===== config.mk =====
export PLATFORM = sky130hd
export DESIGN_NAME = rrnh_queue
export DESIGN_NICKNAME = d
export VERILOG_FILES = /design/src/hdl/rrnh_pkg.sv /design/src/hdl/rrnh_queue.sv
export SDC_FILE = /design/constraint.sdc
export NUM_CORES = 1
export LEC_CHECK = 0
export ABC_CLOCK_PERIOD_IN_PS = 4200
export BUFFER_PORTS_ARGS = -buffer_cell sky130_fd_sc_hd__clkbuf_2
export CAP_MARGIN = 0
export CORE_UTILIZATION = 61
export DETAILED_ROUTE_END_ITERATION = 8
export HOLD_SLACK_MARGIN = 0.06
export PLACE_DENSITY = 0.84
export REMOVE_ABC_BUFFERS = 1
export SLEW_MARGIN = 20
export SYNTH_ARGS = -nofsm -noshare
export SYNTH_HDL_FRONTEND = slang
export SYNTH_SLANG_ARGS = --single-unit

===== constraint.sdc =====
create_clock -name clk -period 4.2 [get_ports clk]
set_input_delay 0.63 -clock clk [delete_from_list [all_inputs] [get_ports clk]]
set_output_delay 0.63 -clock clk [all_outputs]
set_load 0.02 [all_outputs]

===== src/hdl/rrnh_pkg.sv =====
// Shared types, widths and register codes of the ray versus rectangle hit block.
`default_nettype none
package rrnh_pkg;

  localparam int COORD_WIDTH = 16;
  localparam int FRAC_BITS   = 8;

  localparam int CW   = COORD_WIDTH;
  localparam int SW   = 12;                             // rectangle size field
  localparam int OUTW = 24;                             // result coordinate field
  localparam int EW   = ((CW > SW) ? CW : SW) + 1;      // edge corner coordinate
  localparam int OW   = EW + 1;                         // ray point minus edge corner
  localparam int DW   = CW + 1;                         // ray delta
  localparam int PTW  = OW + SW + 1;                    // raw t numerator
  localparam int PDW  = DW + SW + 1;                    // raw denominator
  localparam int NUW  = DW + OW + 1;                    // raw u numerator
  localparam int FW   = CW + SW;                        // normalized fraction terms
  localparam int PW   = FW + DW;                        // numerator times ray delta
  localparam int QW   = DW + FRAC_BITS + 1;             // fixed point offset quotient
  localparam int NW   = PW + FRAC_BITS + 2;             // rounding dividend
  localparam int RW   = ((QW > OUTW) ? QW : OUTW) + 1;  // output sum width
  localparam int CNW  = $clog2(QW);                     // divide step counter
  localparam int QD   = 4;                              // edge queue depth
  localparam int QAW  = $clog2(QD);
  localparam int CFG_AW = 2;

  typedef enum logic [CFG_AW-1:0] {
    REG_START_X = 2'd0,
    REG_START_Y = 2'd1,
    REG_END_X   = 2'd2,
    REG_END_Y   = 2'd3
  } cfg_reg_t;

  typedef struct packed {
    logic signed [CW-1:0] rect_left;
    logic signed [CW-1:0] rect_top;
    logic [SW-1:0]        rect_width;
    logic [SW-1:0]        rect_height;
    logic                 last_rect;
  } in_t;

  typedef struct packed {
    logic                   hit_found;
    logic signed [OUTW-1:0] end_x;
    logic signed [OUTW-1:0] end_y;
  } out_t;

  typedef struct packed {
    logic signed [CW-1:0] x1;
    logic signed [CW-1:0] y1;
    logic signed [CW-1:0] x2;
    logic signed [CW-1:0] y2;
  } ray_t;

  typedef struct packed {
    logic          hit;
    logic [FW-1:0] num;
    logic [FW-1:0] den;
    logic          last;
  } edge_item_t;

endpackage
`default_nettype wire


===== src/hdl/rrnh_queue.sv =====
// Short queue of edge test results between the front and back ends.
`default_nettype none
module rrnh_queue (
  input  logic                 clk,
  input  logic                 rst_n,
  input  logic                 push,
  input  rrnh_pkg::edge_item_t push_data,
  output logic                 full,
  input  logic                 pop,
  output logic                 valid,
  output rrnh_pkg::edge_item_t pop_data
);
  import rrnh_pkg::*;

  edge_item_t       mem_r [QD];
  logic [QAW-1:0]   wr_r;
  logic [QAW-1:0]   rd_r;
  logic [QAW:0]     cnt_r;
  logic             do_push;
  logic             do_pop;

  assign full     = cnt_r == (QAW+1)'(QD);
  assign valid    = cnt_r != '0;
  assign pop_data = mem_r[rd_r];
  assign do_push  = push && !full;
  assign do_pop   = pop && valid;

  always_ff @(posedge clk) begin
    if (!rst_n) begin
      wr_r  <= '0;
      rd_r  <= '0;
      cnt_r <= '0;
    end else begin
      if (do_push) begin
        wr_r <= wr_r + 1'b1;
      end
      if (do_pop) begin
        rd_r <= rd_r + 1'b1;
      end
      case ({do_push, do_pop})
        2'b10:   cnt_r <= cnt_r + 1'b1;
        2'b01:   cnt_r <= cnt_r - 1'b1;
        default: cnt_r <= cnt_r;
      endcase
    end
  end

  always_ff @(posedge clk) begin
    if (do_push) begin
      mem_r[wr_r] <= push_data;
    end
  end

endmodule
`default_nettype wire


==> results.ini <==
[run_status]
status=finished, final reports clean

[timing]
clock.fmax_ghz=0.3387
finClkSkew_ps=10.85
finalSetupViolCount=0
maxSlewViolCount=0
setup_tns_ps=0
fin_crit_sh_pct=70.29
rsz0062_at_grt=false
period_needed_ps=2952
timing_hold_violations_final=0
slew_headroom_pct=47.32
worst_slew_pin_slew_ps=790.2

[grt]
grt_max_degree=49
track_usage_pct=21.38
grt_pass1_wl_um=23320
antenna_found_initial=1
grt_pass1_vias=4228
grt.overflow.total=0

[setup_path]
end_kind=primary output
crit_type=register to primary output
worstSetupStartpointType=register
cp.arrival_ps=2320
required_ps=3570
crit_fanout=32

[clocking]
cts_root_buf=clkbuf_16
cts_buffer_depth=3
clock_latency_ps=490
postCtsHoldBufs=0
htreeDepth=1
postCtsSetupBuffers=0
numClockSinks=241
cts_tree=built
cts.clk_slew.worst_paths_ps=60
cts_buffers=23
cts_resized=0

[layout]
final_layout_size_suffix_gt1_share_pct=44.79
area_growth_pct=18.00
final_common_cell=edfxtp_1
register_area_sq_mm=0.007152
layout.nets=560
antenna_cells=0
multi_input_area_sq_mm=0.001585
fin_area_sq_mm=0.01048
layout_common_cells=edfxtp_1 (232), clkbuf_2 (121), mux4_2 (58), clkbuf_16 (23), dfxtp_1 (7)
nFillCells=774

[power]
total_leakage_power_nw=3.559
peakVddDrop_mv=0.3750
p_per_area_mw_per_mm2=639.1

[die]
dieArea_sq_mm=0.01504
core_region_area_sq_mm=0.01404
fp.dieH_um=122.6
num_rows=43
dieWidth_um=122.6
initial_core_util_pct=63.22
num_io_pins=122

[synth]
avgSynthCellArea_sq_um=25.01
synthCells=355
yosys_warnings=0
yosys-top-cells-area=edfxtp_1 (78%), mux4_2 (15%), dfxtp_1 (2.0%), ha_1 (0.70%), buf_12 (0.68%)
synth_area_leader_cell=edfxtp_1
synth_cell_types=24
seq_area_frac_synth_pct=80.51
netlist_area_sq_mm=0.008877
netlist.area_leader.share_pct=78.48
ys_seq_elements=241

[detailed_routing]
dr.pass1.iters=4
vias=4049
wl_um=15470
antenna_left=0
drt-initial-drc-count=255
wire_per_inst_um=22.45
drc=0
viasPerCell=5.877

[place]
io_buffers=121
post-dp-hpwl_um=9142
placed_cell_area_sq_mm=0.009698
routabilityCongestion=0.7669

[hold_path]
hold_path.class=input pin to register

[flow_run]
max-cap-violations=0

## cell families (layout without fill, tap and decap cells)
logic type	Yosys count	count (layout)	share of synthesized area [%]
AOI/OAI and AO/OA	5	5	0.3947
DFF	241	241	80.51
adders and majority gates	6	6	0.9302
muxes	60	60	14.94
and+or+nand+nor	18	18	1.142
xor gates and xnor gates	4	4	0.3947
buffers and inverters	21	175	1.691
## per-layer routing
metal / wire length (um) / vias up / track usage, %
li1: - / 1769 / -
met1: 6228 / 2114 / 28.61
met2: 7987 / 141 / 36.34
met3: 990 / 23 / 4.507
met4: 250 / 2 / 5.183
met5: 14 / - / 0
## stage by stage
step	utilization (%)	hold WS [ps]	total power [W]	cells	setup WS (ps)
after detailed placement	69.06	511.1	0.004688	647	1597
after CTS	74.60	335.3	0.006763	689	1164
after floorplan	-	467.7	0.004167	340	356.6
after global placement	69.06	479.5	0.004652	647	1654
final	74.60	350.8	0.006694	689	1248
after global routing	74.60	330.0	0.006983	689	1083
## flip-flops by register name, summed over array words and instances (netlist names), named ones only
name,count
wr_r,2
cnt_r,3
rd_r,2
mem_r,232
## where the power goes
| part | switching [W] | internal, W | leakage [nW] |
|---|---|---|---|
| clock | 0.000827 | 0.00125 | 0.374 |
| combinational | 0.000872 | 0.000693 | 0.981 |
| sequential | 0.000148 | 0.00290 | 2.20 |
| total | 0.00185 | 0.00485 | 3.56 |
## critical path: stages, from the launching register on
cell	delay, ps
dfxtp_4	720
buf_12	350
mux4_2	580
clkbuf_2	180
## synth_stat cells, drive strengths merged
cell	number
fa	1
o21ai	2
o31a	1
mux2i	2
edfxtp	232
or3	2
inv	6
ha	5
buf	13
nor3b	1
a21boi	1
xnor2	3
nand2	5
xor2	1
dfxtp	9
o311ai	1
nor2b	3
clkbuf	2
and2	7
mux4	58
## worst paths after layout
path | start | endpoint | slack (ps) | cells past startpoint
setup reg to reg | cnt_r[2] | mem_r[1][13] | 1840 | 4
hold / removal | push_data[10] | mem_r[3][10] | 350 | 1
hold reg to reg | wr_r[0] | wr_r[0] | 510 | 2
setup / recovery | register | pop_data[51] | 1250 | 3
## layout make-up
cell class              count  share of cell area, %
clock buffers              31                  6.068
flip-flops and latches    241                  68.28
clock inverters            11                  1.350
well taps                 180                  2.150
inverters                   6                 0.2150
multi-input cells          93                  15.13
repair buffers            127                  6.808
No activity file was read; power rests on OpenSTA's default activity.
