[config.mk]
export PLATFORM = sky130hd
export DESIGN_NAME = rrnh_front
export DESIGN_NICKNAME = d
export VERILOG_FILES = /design/src/hdl/rrnh_pkg.sv /design/src/hdl/rrnh_front.sv
export SDC_FILE = /design/constraint.sdc
export NUM_CORES = 2
export LEC_CHECK = 0
export ABC_AREA = 1
export BUFFER_PORTS_ARGS = -buffer_cell sky130_fd_sc_hd__buf_2
export CAP_MARGIN = 15
export CORE_MARGIN = 4
export CORE_UTILIZATION = 49
export CTS_BUF_LIST = sky130_fd_sc_hd__clkbuf_4 sky130_fd_sc_hd__clkbuf_8 sky130_fd_sc_hd__clkbuf_16
export CTS_CLUSTER_DIAMETER = 50
export DETAILED_ROUTE_END_ITERATION = 8
export PLACE_DENSITY = 0.71
export SYNTH_ARGS = -nofsm -noshare
export SYNTH_HDL_FRONTEND = slang
export SYNTH_SLANG_ARGS = --single-unit
[constraint.sdc]
create_clock -name clk -period 11.1 [get_ports clk]
set_input_delay 2.22 -clock clk [delete_from_list [all_inputs] [get_ports clk]]
set_output_delay 2.22 -clock clk [all_outputs]
set_load 0.02 [all_outputs]
[src/hdl/rrnh_pkg.sv]
// Shared types, widths and register codes of the ray versus rectangle hit block.
`default_nettype none
package rrnh_pkg;

  localparam int COORD_WIDTH = 16;
  localparam int FRAC_BITS   = 8;

  localparam int CW   = COORD_WIDTH;
  localparam int SW   = 12;                             // rectangle size field
  localparam int OUTW = 24;                             // result coordinate field
  localparam int EW   = ((CW > SW) ? CW : SW) + 1;      // edge corner coordinate
  localparam int OW   = EW + 1;                         // ray point minus edge corner
  localparam int DW   = CW + 1;                         // ray delta
  localparam int PTW  = OW + SW + 1;                    // raw t numerator
  localparam int PDW  = DW + SW + 1;                    // raw denominator
  localparam int NUW  = DW + OW + 1;                    // raw u numerator
  localparam int FW   = CW + SW;                        // normalized fraction terms
  localparam int PW   = FW + DW;                        // numerator times ray delta
  localparam int QW   = DW + FRAC_BITS + 1;             // fixed point offset quotient
  localparam int NW   = PW + FRAC_BITS + 2;             // rounding dividend
  localparam int RW   = ((QW > OUTW) ? QW : OUTW) + 1;  // output sum width
  localparam int CNW  = $clog2(QW);                     // divide step counter
  localparam int QD   = 4;                              // edge queue depth
  localparam int QAW  = $clog2(QD);
  localparam int CFG_AW = 2;

  typedef enum logic [CFG_AW-1:0] {
    REG_START_X = 2'd0,
    REG_START_Y = 2'd1,
    REG_END_X   = 2'd2,
    REG_END_Y   = 2'd3
  } cfg_reg_t;

  typedef struct packed {
    logic signed [CW-1:0] rect_left;
    logic signed [CW-1:0] rect_top;
    logic [SW-1:0]        rect_width;
    logic [SW-1:0]        rect_height;
    logic                 last_rect;
  } in_t;

  typedef struct packed {
    logic                   hit_found;
    logic signed [OUTW-1:0] end_x;
    logic signed [OUTW-1:0] end_y;
  } out_t;

  typedef struct packed {
    logic signed [CW-1:0] x1;
    logic signed [CW-1:0] y1;
    logic signed [CW-1:0] x2;
    logic signed [CW-1:0] y2;
  } ray_t;

  typedef struct packed {
    logic          hit;
    logic [FW-1:0] num;
    logic [FW-1:0] den;
    logic          last;
  } edge_item_t;

endpackage
`default_nettype wire

[src/hdl/rrnh_front.sv]
// Front end: holds a rectangle and tests each of its edges against the ray.
`default_nettype none
module rrnh_front (
  input  logic               clk,
  input  logic               rst_n,
  input  rrnh_pkg::ray_t     ray,
  input  logic               in_valid,
  output logic               in_stall,
  input  rrnh_pkg::in_t      in_data,
  output logic               push_valid,
  output rrnh_pkg::edge_item_t push_data,
  input  logic               q_full
);
  import rrnh_pkg::*;

  typedef enum logic [1:0] {
    EDGE_TOP    = 2'd0,
    EDGE_LEFT   = 2'd1,
    EDGE_RIGHT  = 2'd2,
    EDGE_BOTTOM = 2'd3
  } edge_sel_t;

  in_t       rect_r;
  logic      busy_r;
  edge_sel_t edge_r;
  edge_sel_t edge_nxt;

  logic                  s1_valid_r;
  logic                  s1_last_r;
  logic signed [PTW-1:0] s1_nt_r;
  logic signed [PDW-1:0] s1_d_r;
  logic signed [NUW-1:0] s1_nu_r;

  logic signed [OW-1:0] x1e, y1e, le, te, re, be, x3, y3, ox, oy, a_c;
  logic signed [DW-1:0] dx, dy, dd_c;
  logic signed [SW:0]   s_c;
  logic signed [PTW-1:0] nt_c;
  logic signed [PDW-1:0] d_c;
  logic signed [NUW-1:0] nu_c;
  logic                  issue;
  logic                  horiz;

  logic signed [NUW-1:0] nt_x, d_x, nu_x, ntn, dn, nun;
  logic                  neg;

  assign in_stall = busy_r;
  assign issue    = busy_r && !(s1_valid_r && q_full);

  always_comb begin
    x1e = $signed({{(OW-CW){ray.x1[CW-1]}}, ray.x1});
    y1e = $signed({{(OW-CW){ray.y1[CW-1]}}, ray.y1});
    dx  = $signed({ray.x1[CW-1], ray.x1}) - $signed({ray.x2[CW-1], ray.x2});
    dy  = $signed({ray.y1[CW-1], ray.y1}) - $signed({ray.y2[CW-1], ray.y2});
    le  = $signed({{(OW-CW){rect_r.rect_left[CW-1]}}, rect_r.rect_left});
    te  = $signed({{(OW-CW){rect_r.rect_top[CW-1]}}, rect_r.rect_top});
    re  = le + $signed({{(OW-SW){1'b0}}, rect_r.rect_width});
    be  = te + $signed({{(OW-SW){1'b0}}, rect_r.rect_height});
    case (edge_r)
      EDGE_TOP:    begin x3 = le; y3 = te; horiz = 1'b1; edge_nxt = EDGE_LEFT;   end
      EDGE_LEFT:   begin x3 = le; y3 = te; horiz = 1'b0; edge_nxt = EDGE_RIGHT;  end
      EDGE_RIGHT:  begin x3 = re; y3 = te; horiz = 1'b0; edge_nxt = EDGE_BOTTOM; end
      EDGE_BOTTOM: begin x3 = le; y3 = be; horiz = 1'b1; edge_nxt = EDGE_TOP;    end
      default:     begin x3 = le; y3 = te; horiz = 1'b1; edge_nxt = EDGE_TOP;    end
    endcase
    ox = x1e - x3;
    oy = y1e - y3;
    // Horizontal edge: ex = -w, ey = 0. Vertical edge: ex = 0, ey = -h.
    if (horiz) begin
      a_c  = oy;
      s_c  = $signed({1'b0, rect_r.rect_width});
      dd_c = dy;
    end else begin
      a_c  = -ox;
      s_c  = $signed({1'b0, rect_r.rect_height});
      dd_c = -dx;
    end
    nt_c = PTW'(a_c) * PTW'(s_c);
    d_c  = PDW'(dd_c) * PDW'(s_c);
    nu_c = NUW'(dy) * NUW'(ox) - NUW'(dx) * NUW'(oy);
  end

  // Normalize the sign of the denominator and apply the strict bounds.
  always_comb begin
    nt_x = NUW'(s1_nt_r);
    d_x  = NUW'(s1_d_r);
    nu_x = s1_nu_r;
    neg  = s1_d_r < 0;
    ntn  = neg ? -nt_x : nt_x;
    dn   = neg ? -d_x  : d_x;
    nun  = neg ? -nu_x : nu_x;
    push_data.hit  = (s1_d_r != 0) && (ntn > 0) && (ntn < dn) && (nun > 0) && (nun < dn);
    push_data.num  = ntn[FW-1:0];
    push_data.den  = dn[FW-1:0];
    push_data.last = s1_last_r;
  end

  assign push_valid = s1_valid_r;

  always_ff @(posedge clk) begin
    if (!rst_n) begin
      busy_r     <= 1'b0;
      edge_r     <= EDGE_TOP;
      s1_valid_r <= 1'b0;
    end else begin
      if (in_valid && !busy_r) begin
        busy_r <= 1'b1;
        edge_r <= EDGE_TOP;
      end else if (issue) begin
        edge_r <= edge_nxt;
        if (edge_r == EDGE_BOTTOM) begin
          busy_r <= 1'b0;
        end
      end
      s1_valid_r <= issue || (s1_valid_r && q_full);
    end
  end

  always_ff @(posedge clk) begin
    if (in_valid && !busy_r) begin
      rect_r <= in_data;
    end
    if (issue) begin
      s1_nt_r   <= nt_c;
      s1_d_r    <= d_c;
      s1_nu_r   <= nu_c;
      s1_last_r <= rect_r.last_rect && (edge_r == EDGE_BOTTOM);
    end
  end

endmodule
`default_nettype wire

==> qor_table.md <==
| Group | Metric | Value |
|:---|:---|:---|
| critical path | Critical path fanouts, max | 12 |
| timing | Setup repair after global routing missed its margin | false |
| synth | Post-synthesis instance area | 0.0540 mm² |
| timing | Final setup violation count | 0 |
| detailed routing | Wirelength per Cell | 20.8 µm |
| synth | Most area-consuming cells after synthesis | sky130_fd_sc_hd__fa_1, sky130_fd_sc_hd__ha_1, sky130_fd_sc_hd__inv_1 |
| cells and area | Layout cells sized above 1 | 8.18% |
| timing | Worst setup skew after layout | 30.0 ps |
| clock tree | Total clock buffers created by CTS | 17 |
| global routing | Vias in the first global route | 47.6k |
| clock tree | Maximum level of the CTS H-tree | 4 |
| detailed routing | WL final | 175000 µm |
| global routing | Overall global routing resource usage | 30.7% |
| job | Maxcap violations | 0 |
| timing | Max Slew Vio Count | 0 |
| timing | Minimum clock period | 10540 ps |
| placement | Placed Area | 0.0577 mm² |
| clock tree | Cell at the root of the clock tree | sky130_fd_sc_hd__clkbuf_16 |
| synth | Area fraction of the dominant cell type after synthesis | 39.7% |
| cells and area | Area added between synthesis and finish | 7.96% |
| cells and area | Post-layout nets | 8579 |
| timing | Final hold violation count | 0 |
| die | Core box area | 0.109 mm² |
| die | I/O pin count | 185 |
| clock tree | Longest Clk Path Bufs | 2 |
| worst hold path | Min-Delay Path Class | reg -> reg |
| global routing | Wire length of the first global-routing pass | 273000 µm |
| timing | Fmax | 94.9 MHz |
| critical path | Crit path DAT | 10780 ps |
| synth | EDFF count, synth | 155 |
| clock tree | TritonCTS clock tree | built |
| timing | Setup_tns | 0 ps |
| detailed routing | First drt pass iteration count | 6 |
| critical path | CP Data Required Time | 11340 ps |
| synth | Cells after Synth | 6657 |
| global routing | Pin count of the biggest net entering global routing | 64 |
| die | Y dimension of the die | 340 µm |
| die | Number of placement rows | 121 |
| global routing | Number of antenna violations at the first check in global routing | 4 |
| clock tree | Sinks on Clock Net | 159 |
| synth | Yosys Warn Count | 0 |
| critical path | Worst setup path class | in -> reg |
| synth | Number of library cell types mapped by synthesis | 65 |
| timing | Max-slew headroom at the worst pin | 19.5% |
| synth | Most used standard cell by instance count after synthesis | sky130_fd_sc_hd__inv_1 |
| placement | Routability congestion estimate | 0.994 |
| die | Die Wd | 340 µm |
| clock tree | Postcts setup bufs | 0 |
| synth | Flip-flop cell with the highest count after synthesis | sky130_fd_sc_hd__edfxtp_1 |
| synth | Share of synthesized area occupied by flip-flops and latches | 8.76% |
| synth | Post-synthesis cell type with the largest combined area | sky130_fd_sc_hd__fa_1 |
| critical path | Worst setup SP type | input pin |
| critical path | Element type at the critical path end | flop |
| synth | Most used standard cells in the synthesized netlist | sky130_fd_sc_hd__inv_1, sky130_fd_sc_hd__nand2_1, sky130_fd_sc_hd__fa_1, sky130_fd_sc_hd__nor2_1, sky130_fd_sc_hd__ha_1 |
| synth | Avg Inst Size Synth | 8.12 µm² |
| synth | Ys async rst share | 0% |
| clock tree | Clock slew at reported path FFs | 70 ps |
| critical path | Largest stage delay on the critical path | 600 ps |
| timing | Ratio of final minimum period to clock period | 94.9% |
| die | Effective utilization at floorplan | 49.5% |
| critical path | Critical path's most frequent cell | sky130_fd_sc_hd__nand2_1 |
| placement | Cell count after placement | 8367 |
| cells and area | Fin cells | 8401 |
| global routing | Overall overflow remaining after global route | 0 |
| run status | Result of the run | completed |
| detailed routing | Via total after detailed routing | 45.2k |
| cells and area | Final standard cell area without fillers | 0.0583 mm² |
| synth | Total of flip-flops plus latches after synthesis | 159 |
| detailed routing | Post-route ant nets | 0 |
| cells and area | Core occupancy in the finished layout | 53.4% |
| detailed routing | Via-per-instance ratio | 5.38 |
| timing | Transition at the pin with the smallest max-transition slack | 1200 ps |
| placement | Count of input and output buffers | 184 |
| die | Area enclosed by the die boundary | 0.116 mm² |
| detailed routing | Remaining design rule violation count | 0 |
| critical path | Slowest cell on crit path | sky130_fd_sc_hd__fa_1 |
| detailed routing | Initial detailed-routing violation count | 3909 |
| placement | Hpwl dp | 153000 µm |
| clock tree | Insertion delay to the later sink of the worst-skew pair | 520 ps |
| cells and area | Count of fill cells added during filler insertion | 10.2k |
-- logic make-up (layout without fill, tap and decap cells) --
| group | count (synthesis) | count (layout) | share of synthesized area (%) |
|---|---|---|---|
| AND/OR/NAND/NOR | 2427 | 2427 | 18.5 |
| buffers and inverters | 1735 | 1990 | 12.2 |
| flip-flops | 159 | 159 | 8.76 |
| XOR/XNOR | 220 | 220 | 3.81 |
| adder cells (fa/ha/maj) | 1543 | 1543 | 50.6 |
| AO/OA/AOI/OAI | 567 | 567 | 5.97 |
| other | 1 | 14 | 0.00694 |
| multiplexers | 5 | 5 | 0.0926 |
-- final timing paths --
check	slack, ps	start	cells past startpoint	endpoint
max reg2reg	620	rect_r[13]	42	nu_x[24]
min	480	push_valid	2	push_valid
max	560	ray[32]	43	nu_x[31]
min reg2reg	480	push_valid	2	push_valid
-- worst max-delay path: cells and delay by family --
family | cells | cell delay [ps]
fa+ha+maj | 11 | 4960
simple gates | 19 | 1750
buf+inv | 8 | 1070
compound gates | 4 | 630
xor+xnor | 1 | 140
-- registers in the layout, indices dropped and copies added, names as in the netlist --
register,flops
rect_r,41
nu_x,36
s1_nt_r,31
s1_d_r,30
le,16
edge_r,2
in_stall,1
push_valid,1
s1_last_r,1
-- metal layers --
metal	vias up	wire, µm	GRT usage, %
met1	22200	70100	39.9
met3	403	17700	8.12
met5	-	0	0
met2	2044	78100	49.2
met4	0	8710	12.3
li1	20500	-	-
-- metrics by stage --
stage	hold WS, ps	setup WS (ps)
detailed placement	473	190
CTS	484	427
floorplan	481	1060
global placement	469	279
global route	518	39.3
finish	485	564
-- final cells by class --
type	count	area, µm²	share of cell area [%]
Multi-Input combinational cell	4774	42800	73.4
Inverter	1584	5950	10.2
Sequential cell	159	4730	8.11
Timing Repair Buffer	375	2400	4.11
Tap cell	1476	1850	3.17
Clock buffer	18	433	0.742
Clock inverter	13	159	0.272
Antenna cell	2	5.00	0.00858
-- placed cells by master, fill, tap and decap left out, types with 12 or more instances in the layout --
| cell | instances |
|---|---|
| sky130_fd_sc_hd__fa_1 | 1072 |
| sky130_fd_sc_hd__a21o_1 | 17 |
| sky130_fd_sc_hd__o31ai_1 | 13 |
| sky130_fd_sc_hd__a21oi_1 | 277 |
| sky130_fd_sc_hd__o211ai_1 | 16 |
| sky130_fd_sc_hd__or2_2 | 26 |
| sky130_fd_sc_hd__nor2_1 | 810 |
| sky130_fd_sc_hd__nand3_2 | 12 |
| sky130_fd_sc_hd__o21ai_0 | 141 |
| sky130_fd_sc_hd__inv_1 | 1548 |
| sky130_fd_sc_hd__xnor2_1 | 63 |
| sky130_fd_sc_hd__xor2_1 | 144 |
| sky130_fd_sc_hd__nand2_2 | 34 |
| sky130_fd_sc_hd__o21ai_2 | 15 |
| sky130_fd_sc_hd__nand3_1 | 224 |
| sky130_fd_sc_hd__edfxtp_1 | 155 |
| sky130_fd_sc_hd__buf_2 | 184 |
| sky130_fd_sc_hd__buf_4 | 188 |
| sky130_fd_sc_hd__clkbuf_16 | 17 |
| sky130_fd_sc_hd__conb_1 | 12 |
| sky130_fd_sc_hd__nand3b_1 | 19 |
| sky130_fd_sc_hd__inv_2 | 17 |
| sky130_fd_sc_hd__ha_1 | 469 |
| sky130_fd_sc_hd__nand4_1 | 55 |
| sky130_fd_sc_hd__o21bai_1 | 14 |
| sky130_fd_sc_hd__nor4_1 | 14 |
| sky130_fd_sc_hd__nor3_1 | 34 |
| sky130_fd_sc_hd__a21oi_2 | 15 |
| sky130_fd_sc_hd__clkinv_1 | 18 |
| sky130_fd_sc_hd__nand2_1 | 1171 |
-- timing repair --
action,4_1_cts,5_1_grt
resized for setup,0,5
endpoints found under the hold margin,0,0
setup endpoints to repair,0,6
hold buffers,0,0
Power is not shown: default switching activity piles up to over one toggle a cycle in this logic, so the estimate is an artifact.
